$ cat src/hdl/sdes_pkg.sv
// Types, tables and permutation functions shared by the S-DES block cipher.
`timescale 1ns / 1ps
`default_nettype none

package sdes_pkg;

  localparam int unsigned KeyWidth   = 10;
  localparam int unsigned BlockWidth = 8;
  localparam int unsigned SubkeyWidth = 8;
  localparam int unsigned CfgIdxWidth = 2;

  // Configuration register indexes.
  localparam logic [CfgIdxWidth-1:0] CFG_CIPHER_KEY   = 2'd0;
  localparam logic [CfgIdxWidth-1:0] CFG_DECRYPT_MODE = 2'd1;

  localparam logic [KeyWidth-1:0] CIPHER_KEY_RESET = 10'd642;

  // S-boxes, indexed by {row, column}.
  localparam logic [1:0] SBOX0 [16] = '{
    2'd1, 2'd0, 2'd3, 2'd2,
    2'd3, 2'd2, 2'd1, 2'd0,
    2'd0, 2'd2, 2'd1, 2'd3,
    2'd3, 2'd1, 2'd3, 2'd2
  };
  localparam logic [1:0] SBOX1 [16] = '{
    2'd0, 2'd1, 2'd2, 2'd3,
    2'd2, 2'd0, 2'd1, 2'd3,
    2'd3, 2'd0, 2'd1, 2'd0,
    2'd2, 2'd1, 2'd0, 2'd3
  };

  typedef struct packed {
    logic [SubkeyWidth-1:0] first;
    logic [SubkeyWidth-1:0] second;
  } subkeys_t;

  // In every table, position one is the most significant bit.
  function automatic logic [9:0] p10(input logic [9:0] k);
    p10 = {k[7], k[5], k[8], k[3], k[6], k[0], k[9], k[1], k[2], k[4]};
  endfunction

  function automatic logic [7:0] p8(input logic [9:0] k);
    p8 = {k[4], k[7], k[3], k[6], k[2], k[5], k[0], k[1]};
  endfunction

  function automatic logic [9:0] rotl_halves(input logic [9:0] k);
    rotl_halves = {k[8:5], k[9], k[3:0], k[4]};
  endfunction

  function automatic logic [7:0] ip(input logic [7:0] b);
    ip = {b[6], b[2], b[5], b[7], b[4], b[0], b[3], b[1]};
  endfunction

  function automatic logic [7:0] ip_inv(input logic [7:0] b);
    ip_inv = {b[4], b[7], b[5], b[3], b[1], b[6], b[0], b[2]};
  endfunction

  function automatic logic [7:0] expand(input logic [3:0] r);
    expand = {r[0], r[3], r[2], r[1], r[2], r[1], r[0], r[3]};
  endfunction

  function automatic logic [3:0] p4(input logic [3:0] s);
    p4 = {s[2], s[0], s[1], s[3]};
  endfunction

  // Round function F: expansion, key mixing, S-boxes and P4.
  function automatic logic [3:0] round_f(input logic [3:0] r, input logic [7:0] sk);
    logic [7:0] x;
    logic [1:0] s0;
    logic [1:0] s1;
    x  = expand(r) ^ sk;
    s0 = SBOX0[{x[7], x[4], x[6:5]}];
    s1 = SBOX1[{x[3], x[0], x[2:1]}];
    round_f = p4({s0, s1});
  endfunction

  // Two Feistel rounds with a swap between them, wrapped in IP and its inverse.
  function automatic logic [7:0] cipher(input logic [7:0] blk, input subkeys_t sk);
    logic [7:0] b;
    logic [3:0] l;
    logic [3:0] r;
    b = ip(blk);
    l = b[7:4] ^ round_f(b[3:0], sk.first);
    r = b[3:0] ^ round_f(l, sk.second);
    cipher = ip_inv({r, l});
  endfunction

endpackage

`default_nettype wire

$ cat src/hdl/sdes_key_sched.sv
// Configuration registers and key schedule of the S-DES block cipher.
`timescale 1ns / 1ps
`default_nettype none

module sdes_key_sched (
  input  wire logic                               clk_i,
  input  wire logic                               rst_ni,
  input  wire logic                               cfg_valid_i,
  output logic                                    cfg_ready_o,
  input  wire logic [sdes_pkg::CfgIdxWidth-1:0]   cfg_index_i,
  input  wire logic [sdes_pkg::KeyWidth-1:0]      cfg_data_i,
  output sdes_pkg::subkeys_t                      subkeys_o
);

  logic [sdes_pkg::KeyWidth-1:0] key_q, key_d;
  logic                          decrypt_q, decrypt_d;
  logic [sdes_pkg::KeyWidth-1:0] rot1;
  logic [sdes_pkg::KeyWidth-1:0] rot3;
  logic [sdes_pkg::SubkeyWidth-1:0] k1;
  logic [sdes_pkg::SubkeyWidth-1:0] k2;

  assign cfg_ready_o = 1'b1;

  always_comb begin
    key_d     = key_q;
    decrypt_d = decrypt_q;
    if (cfg_valid_i) begin
      unique case (cfg_index_i)
        sdes_pkg::CFG_CIPHER_KEY:   key_d     = cfg_data_i;
        sdes_pkg::CFG_DECRYPT_MODE: decrypt_d = cfg_data_i[0];
        default: ;
      endcase
    end
  end

  always_ff @(posedge clk_i or negedge rst_ni) begin
    if (!rst_ni) begin
      key_q     <= sdes_pkg::CIPHER_KEY_RESET;
      decrypt_q <= 1'b0;
    end else begin
      key_q     <= key_d;
      decrypt_q <= decrypt_d;
    end
  end

  // Subkey one takes one rotation of each half, subkey two three in total.
  assign rot1 = sdes_pkg::rotl_halves(sdes_pkg::p10(key_q));
  assign rot3 = sdes_pkg::rotl_halves(sdes_pkg::rotl_halves(rot1));
  assign k1   = sdes_pkg::p8(rot1);
  assign k2   = sdes_pkg::p8(rot3);

  assign subkeys_o.first  = decrypt_q ? k2 : k1;
  assign subkeys_o.second = decrypt_q ? k1 : k2;

endmodule

`default_nettype wire

$ cat src/hdl/simplified_des_block_cipher.sv
// Top level of the S-DES block cipher: input register, cipher logic, result register.
// Usage:
// An 8-bit block arrives on block_in_i with a valid/ready handshake and the
// cipher result leaves on block_out_o with its own valid/ready handshake.
// The key (register 0, ten bits) and the direction (register 1, set for
// decryption) are written through the cfg channel, which is always ready;
// write them only while no word is in flight.
// An accepted word is held in the input register, passes both rounds on its
// way into the result register and is shown from there. Throughput is one
// word per cycle while the receiver takes results, set by the single pass
// through both rounds between the two registers.
// When the receiver stalls, the result register holds its word and the
// input register can still take one more; the input side drops ready only
// when both are full and the output is not being taken.
// Reset empties both registers and loads key 642 in encrypt mode.
`timescale 1ns / 1ps
`default_nettype none

module simplified_des_block_cipher (
  input  wire logic                               clk_i,
  input  wire logic                               rst_ni,
  input  wire logic                               block_in_valid_i,
  output logic                                    block_in_ready_o,
  input  wire logic [sdes_pkg::BlockWidth-1:0]    block_in_i,
  output logic                                    block_out_valid_o,
  input  wire logic                               block_out_ready_i,
  output logic [sdes_pkg::BlockWidth-1:0]         block_out_o,
  input  wire logic                               cfg_valid_i,
  output logic                                    cfg_ready_o,
  input  wire logic [sdes_pkg::CfgIdxWidth-1:0]   cfg_index_i,
  input  wire logic [sdes_pkg::KeyWidth-1:0]      cfg_data_i
);

  sdes_pkg::subkeys_t subkeys;

  logic                              s1_valid_q, s1_valid_d;
  logic [sdes_pkg::BlockWidth-1:0]   s1_data_q;
  logic                              out_valid_q, out_valid_d;
  logic [sdes_pkg::BlockWidth-1:0]   out_data_q;
  logic                              out_load;
  logic                              in_take;

  sdes_key_sched u_key_sched (
    .clk_i       (clk_i),
    .rst_ni      (rst_ni),
    .cfg_valid_i (cfg_valid_i),
    .cfg_ready_o (cfg_ready_o),
    .cfg_index_i (cfg_index_i),
    .cfg_data_i  (cfg_data_i),
    .subkeys_o   (subkeys)
  );

  // The result register may load when it is empty or its word leaves now.
  assign out_load         = !out_valid_q || block_out_ready_i;
  assign block_in_ready_o = !s1_valid_q || out_load;
  assign in_take          = block_in_valid_i && block_in_ready_o;

  always_comb begin
    s1_valid_d  = s1_valid_q;
    out_valid_d = out_valid_q;
    if (out_load) begin
      out_valid_d = s1_valid_q;
    end
    if (block_in_ready_o) begin
      s1_valid_d = block_in_valid_i;
    end
  end

  always_ff @(posedge clk_i or negedge rst_ni) begin
    if (!rst_ni) begin
      s1_valid_q  <= 1'b0;
      out_valid_q <= 1'b0;
    end else begin
      s1_valid_q  <= s1_valid_d;
      out_valid_q <= out_valid_d;
    end
  end

  always_ff @(posedge clk_i) begin
    if (in_take) begin
      s1_data_q <= block_in_i;
    end
    if (out_load && s1_valid_q) begin
      out_data_q <= sdes_pkg::cipher(s1_data_q, subkeys);
    end
  end

  assign block_out_valid_o = out_valid_q;
  assign block_out_o       = out_data_q;

  a_stage_moves: assert property (@(posedge clk_i) disable iff (!rst_ni)
    s1_valid_q && out_load |=> out_valid_q)
    else $error("word in the input register was not moved to the result register");

  a_full_only_when_stalled: assert property (@(posedge clk_i) disable iff (!rst_ni)
    !block_in_ready_o |-> s1_valid_q && out_valid_q && !block_out_ready_i)
    else $error("input side not ready although the pipeline can advance");

  a_held_word_kept: assert property (@(posedge clk_i) disable iff (!rst_ni)
    s1_valid_q && !out_load |=> s1_valid_q && $stable(s1_data_q))
    else $error("held word in the input register was lost or changed");

endmodule

`default_nettype wire

$ cat config.mk
export PLATFORM = sky130hd
export DESIGN_NAME = simplified_des_block_cipher
export DESIGN_NICKNAME = d
export VERILOG_FILES = /design/src/hdl/sdes_pkg.sv /design/src/hdl/sdes_key_sched.sv /design/src/hdl/simplified_des_block_cipher.sv
export SDC_FILE = /design/constraint.sdc
export NUM_CORES = 1
export LEC_CHECK = 0
export BUFFER_PORTS_ARGS = -buffer_cell sky130_fd_sc_hd__buf_2
export CORE_MARGIN = 4
export CORE_UTILIZATION = 35
export CTS_CLUSTER_SIZE = 30
export DETAILED_ROUTE_END_ITERATION = 8
export SLEW_MARGIN = 15
export SYNTH_ARGS = -nofsm -noshare
export SYNTH_HDL_FRONTEND = slang
export SYNTH_HIERARCHICAL = 1
export SYNTH_SLANG_ARGS = --single-unit
export TNS_END_PERCENT = 30
$ cat constraint.sdc
create_clock -name clk_i -period 3 [get_ports clk_i]
set_input_delay 0.3 -clock clk_i [delete_from_list [all_inputs] [get_ports clk_i]]
set_output_delay 0.3 -clock clk_i [all_outputs]
set_load 0.005 [all_outputs]
==> results.json, run 1 <==
{
  "dp_hpwl_um": 2670,
  "relSlewSlack_pct": 50.3,
  "grt_overflow_total": 0,
  "drcViolationCount": 0,
  "critPathMaxFanout": 11,
  "core-area_sq_um": 4750,
  "gp_congestion": 0.746,
  "p_sw_uw": 699,
  "power.share.switching_pct": 36.3,
  "insertion_delay_ps": 280,
  "clock-sinks": 29,
  "r2r-end": "block_out_o[2]$_DFFE_PP_",
  "routed-via-count": 1148,
  "syn-num-nets": 173,
  "seq_area_sq_um": 811,
  "max-cap-violations": 0,
  "drtAntennaViolNets": 0,
  "synth-warning-count": 6,
  "hold_path_class": "input pin to flip-flop",
  "fin_cells": 254,
  "hold_start": "block_in_i[2]",
  "drt_iter0_drc": 22,
  "crit_path_end_kind": "flip-flop",
  "hold_depth": 1,
  "io_buffers": 34,
  "ys_seq_elements": 29,
  "seqPwrFrac_pct": 31.8,
  "hold_violations": 0,
  "dpl.cell_count": 244,
  "num_antenna_cells": 0,
  "netlist_area_sq_um": 1730,
  "fin_setup_tns_ps": 0,
  "preCtsSetupSlack_ps": 52.6,
  "start_util_pct": 36.3,
  "fmax_ghz": 0.360,
  "fin_util_pct": 43.3,
  "multi_input_area_sq_um": 872,
  "final_nets": 213,
  "min_period_over_period_pct": 92.6,
  "wirelength_um": 3280,
  "syn_area_per_cell_sq_um": 11.8,
  "clk_pin_slew_ps": 60,
  "wl_met2_um": 1750,
  "power_density_nw_per_um2": 935,
  "area.growth.synth_to_final_pct": 19.4,
  "die_x_um": 78.2,
  "critPathRequiredTime_ps": 3030,
  "cts_buffers": 5,
  "wl_met1_um": 1300,
  "wl_per_cell_um": 12.9,
  "whs_endpoint": "s1_data_q[2]$_DFFE_PP_",
  "grt_max_degree": 20,
  "nFillCells": 478,
  "antenna_found_initial": 0,
  "rsz0062_at_grt": "no",
  "layout-drive-gt1-share_pct": 34.8,
  "grt_pass1_vias": 1231,
  "slew_viol_final": 0,
  "grt_first_pass_wirelength_um": 5530,
  "p_leak_uw": 0.000884,
  "start_kind": "flip-flop",
  "synth_cell_type_count": 30,
  "root_buffer": "clkbuf_8",
  "wl_met3_um": 168,
  "peakVddDrop_mv": 0.290,
  "reg2reg_depth": 10,
  "clockBufferDepth": 2,
  "path_class": "flip-flop to flip-flop",
  "comb_power_share_pct": 52.3,
  "synthCells": 146,
  "skew_ps": 4.82,
  "p_total_uw": 1920,
  "arrival_ps": 2810,
  "setup_slack_ps": 221,
  "status": "completed",
  "rows": 25,
  "die_height_um": 78.2,
  "worst_slew_pin_slew_ps": 742,
  "fin_crit_ps": 2780,
  "setup_viol": 0,
  "dr.max_layer_used": "met4",
  "r2r_start": "u_key_sched/decrypt_q$_DFFE_PN0P_",
  "p_clk_share_pct": 15.9,
  "die-area_sq_um": 6120,
  "viasPerCell": 4.52,
  "grt_usage_pct": 11.6,
  "firstDrtPassIters": 4,
  "r2r_slack_ps": 220,
  "htreeDepth": 2,
  "cts_tree": "built",
  "intPower_uw": 1230,
  "crit_start": "u_key_sched/decrypt_q$_DFFE_PN0P_",
  "ys_seq_area_share_pct": 46.9,
  "ios": 36
}
-- layout make-up --
| type | count | area share, % |
|---|---|---|
| clock buffers | 6 | 3.52 |
| clock inverters | 2 | 0.486 |
| inverters | 4 | 0.729 |
| multi-input cells | 109 | 42.3 |
| flip-flops and latches | 29 | 39.4 |
| well taps | 67 | 4.07 |
| repair buffers | 37 | 9.48 |
-- logic make-up (layout without fill, tap and decap cells) --
| kind of cell | after synthesis | count (layout) | share of synthesized area, % |
|---|---|---|---|
| XOR/XNOR | 34 | 34 | 18.9 |
| buffers and inverters | 8 | 49 | 2.54 |
| other | 1 | 1 | 0.217 |
| adder cells (fa/ha/maj) | 2 | 2 | 1.45 |
| AND/OR/NAND/NOR | 41 | 41 | 11.9 |
| AO/OA/AOI/OAI | 9 | 9 | 3.63 |
| flip-flops | 29 | 29 | 46.9 |
| multiplexers | 22 | 22 | 14.4 |
-- metrics by stage --
stage          cell area (sq um)  hold slack (ps)
2_1_floorplan               1730             4.41
3_3_place_gp                1960              186
3_5_place_dp                1960              196
4_1_cts                     2050              186
5_1_grt                     2060              191
6_report                    2060              195
-- metal layers --
layer  GRT usage [%]  vias up
met3            3.78        8
met4            4.37        0
met2            20.9       28
met1            12.7      542
li1                -      570
met5               0        -
-- synthesized netlist by cell type --
cell type	count	area share, %
a31o_4	1	1.0
buf_2	2	0.58
nand2_1	23	5.0
edfxtp_1	16	28
and2_1	2	0.73
nand2b_1	10	3.6
buf_6	1	0.65
o21ai_0	2	0.58
a21oi_1	4	1.2
xor2_1	9	4.6
xnor2_2	1	0.94
or3_1	1	0.36
or2_1	1	0.36
o22ai_1	1	0.36
dfstp_2	3	4.6
nor3b_2	1	0.73
nor2_1	1	0.22
xnor3_1	1	1.3
mux2i_1	8	4.6
conb_1	1	0.22
ha_1	2	1.5
xor2_2	1	0.94
xnor2_1	22	11
mux2i_4	1	1.3
inv_1	4	0.87
a32oi_1	1	0.51
buf_4	1	0.44
nand3b_1	2	0.87
dfrtp_1	10	15
mux2_2	13	8.5
-- flip-flops by register name, indices dropped and copies added (netlist names) --
register and cells:
block_out_o 8, s1_valid_q 1, s1_data_q 8, u_key_sched/decrypt_q 1
u_key_sched/key_q 10, block_out_valid_o 1
-- worst max path at each step --
stage | cells past startpoint | end | slack (ps)
2_1_floorplan | 14 | block_out_o[5]$_DFFE_PP_ | 330
3_3_place_gp | 11 | block_out_o[5]$_DFFE_PP_ | 210
3_5_place_dp | 12 | block_out_o[5]$_DFFE_PP_ | 50
4_1_cts | 12 | block_out_o[5]$_DFFE_PP_ | 60
5_1_grt | 12 | block_out_o[5]$_DFFE_PP_ | 20
6_report | 10 | block_out_o[2]$_DFFE_PP_ | 220
-- cell usage in the layout (no fill, tap or decap), types with 2 or more instances in the layout --
cell / Yosys / final
nand2_1: 23 / 23
dfrtp_1: 10 / 9
a21oi_1: 4 / 4
and2_1: 2 / 2
xnor2_1: 22 / 22
inv_1: 4 / 4
nand2b_1: 10 / 10
clkinv_2: 0 / 2
dfstp_2: 3 / 3
ha_1: 2 / 2
o21ai_0: 2 / 2
mux2i_1: 8 / 8
mux2_2: 13 / 13
buf_2: 2 / 34
xor2_1: 9 / 9
edfxtp_1: 16 / 16
clkbuf_8: 0 / 5
nand3b_1: 2 / 2
-- timing repair --
action	CTS	global route
resized for setup	0	1
buffers inserted	0	1
hold buffers	1	0
setup endpoints to repair	0	4
endpoints found under the hold margin	10	0
-- power groups by stage --
stage	clock [uW]	combinational (uW)	sequential [uW]
floorplan	0	801	612
global placement	0	963	620
detailed placement	0	1010	624
CTS	317	1010	616
global route	332	1110	624
finish	306	1010	612
-- critical path, cell delays in order, from the launching register on --
cell	delay (ps)
dfrtp_2	460
clkbuf_4	200
nand2_1	90
nand2_1	70
xnor2_1	330
mux2i_1	350
mux2i_4	130
xnor2_1	410
mux2i_1	230
mux2i_1	100
xor2_1	150
No activity file was read; power rests on OpenSTA's default activity.
==> run 2: changes to the inputs <==
Settings changed: CORE_UTILIZATION 35 to 49, CTS_CLUSTER_SIZE 30 to not set, PLACE_DENSITY set to 0.73.
==> run 2 against run 1 <==
Net effect: non-clock buffer count is 1 higher; count of clock-buffer cells in the layout decreased by 1; sequential cell count unchanged; critical endpoint unchanged; largest power group unchanged; highest routed layer unchanged.
==> results.json, run 2 (same netlist as run 1, synthesis figures left out) <==
{
  "status": "completed",
  "cp_cell_sequence": "buf_2 > nand2_1 > nand2_1 > xnor2_1 > mux2i_1 > mux2i_4 > xnor2_1 > mux2i_1 > mux2i_1 > xor2_1",
  "hold_path_class": "input pin to flip-flop",
  "num_antenna_cells": 0,
  "relSlewSlack_pct": 52.0,
  "clock-sinks": 29,
  "area.growth.synth_to_final_pct": 16.8,
  "skew_ps": 5.63,
  "cpMaxStageDelayCell": "dfrtp_2",
  "fin_setup_tns_ps": 0,
  "grt_max_degree": 20,
  "critPathMaxFanout": 11,
  "hold_violations": 0,
  "final_cell_mix": "buf_2 (35), nand2_1 (23), xnor2_1 (22)",
  "crit_top_cell": "mux2i_1",
  "wl_per_cell_um": 12.9,
  "gr-max-usage-layer": "met2",
  "dp_hpwl_um": 2450,
  "p_leak_uw": 0.000873,
  "fin_crit_ps": 2770,
  "rsz0062_at_grt": "no",
  "power_density_nw_per_um2": 922,
  "antenna_found_initial": 0,
  "arrival_ps": 2850,
  "core-area_sq_um": 3360,
  "fmax_ghz": 0.362,
  "grt_pass1_vias": 1148,
  "ios": 36,
  "worst_slew_pin_slew_ps": 717,
  "htreeDepth": 2,
  "layout-drive-gt1-share_pct": 36.2,
  "gp_congestion": 0.731,
  "min_period_over_period_pct": 92.2,
  "die_x_um": 67.3,
  "regMostFlops": "u_key_sched/key_q",
  "max-cap-violations": 0,
  "use_met3_pct": 4.83,
  "io_buffers": 34,
  "grt_first_pass_wirelength_um": 5050,
  "drt_iter0_drc": 26,
  "grt_overflow_total": 0,
  "rows": 21,
  "die_height_um": 67.3,
  "slew_viol_final": 0,
  "critPathRequiredTime_ps": 3090,
  "grt.met2_usage_pct": 26.5,
  "routed-via-count": 1158,
  "fin_util_pct": 59.9,
  "setup_viol": 0,
  "root_buffer": "clkbuf_4",
  "peakVddDrop_mv": 0.456,
  "insertion_delay_ps": 330,
  "slowest_delay_ps": 470,
  "grt_usage_pct": 15.7,
  "clockBufferDepth": 2,
  "firstDrtPassIters": 4,
  "wirelength_um": 3020,
  "largest_reg_flops": 10,
  "final_nets": 214,
  "layout_commonest_cell": "buf_2",
  "crit_path_end_kind": "flip-flop",
  "start_util_pct": 51.3,
  "start_kind": "flip-flop",
  "grt_use_met1_pct": 18.4,
  "path_class": "flip-flop to flip-flop",
  "drtAntennaViolNets": 0,
  "cts_buffers": 5,
  "drcViolationCount": 0,
  "die-area_sq_um": 4530,
  "viasPerCell": 4.95,
  "clk_pin_slew_ps": 90,
  "cts_tree": "built"
}
-- run 2: power by group --
part / switching (uW) / leakage (uW) / total [uW] / internal (uW)
registers: 47.3 / 0.000300 / 610 / 563
clock network: 139 / 0.0000310 / 227 / 88.1
logic: 511 / 0.000542 / 1020 / 508
-- run 2: final timing paths --
path                                                        start                                to  slack, ps  depth (start not counted)
max in group asynchronous                                  rst_ni  u_key_sched/key_q[7]$_DFFE_PN1P_       2350                          2
worst max-delay path            u_key_sched/decrypt_q$_DFFE_PN0P_          block_out_o[2]$_DFFE_PP_        230                         10
worst min-delay path                                block_in_i[2]            s1_data_q[2]$_DFFE_PP_        140                          1
worst min register to register             s1_valid_q$_DFFE_PN0N_     block_out_valid_o$_DFFE_PN0P_        510                          1
min in group asynchronous                                  rst_ni  u_key_sched/key_q[2]$_DFFE_PN0P_        370                          2
worst max register to register  u_key_sched/decrypt_q$_DFFE_PN0P_          block_out_o[2]$_DFFE_PP_        230                         10
-- run 2: layer usage --
metal | share of wire (%) | routed length (um)
met3 | 4.9 | 148
met4 | 1.7 | 51
met5 | 0 | 0
met2 | 52 | 1580
met1 | 41 | 1240
-- run 2: worst max-delay path, delay by kind of cell (launching register included) --
family,cells,cell delay (ps)
buf+inv,1,190
xor+xnor,3,870
mux,4,840
flops,1,470
simple gates,2,160
-- run 2: per-stage QoR --
stage / instance area (sq um) / setup WS (ps) / total power (uW) / std cells / hold slack [ps]
2_1_floorplan: 1730 / 327 / 1410 / 146 / 4.41
6_report: 2010 / 234 / 1860 / 234 / 140
4_1_cts: 2000 / 77.1 / 1860 / 232 / 125
3_3_place_gp: 1930 / 236 / 1570 / 223 / 187
3_5_place_dp: 1930 / 83.6 / 1630 / 223 / 199
5_1_grt: 2010 / 7.28 / 2010 / 234 / 111
-- run 2: cell type report --
type	instances	area, sq um
Fill cell	290	1350
Sequential cell	29	811
Clock buffer	5	37.5
Clock inverter	3	17.5
Inverter	4	15.0
Timing Repair Buffer	38	200
Tap cell	46	57.6
Multi-Input combinational cell	109	876
-- run 2: repair_timing --
item / 4_1_cts / 5_1_grt
resized for setup: 0 / 3
buffers inserted: 0 / 2
hold buffers: 1 / 0
hold endpoints to repair: 10 / 0
endpoints found under the setup margin: 0 / 4
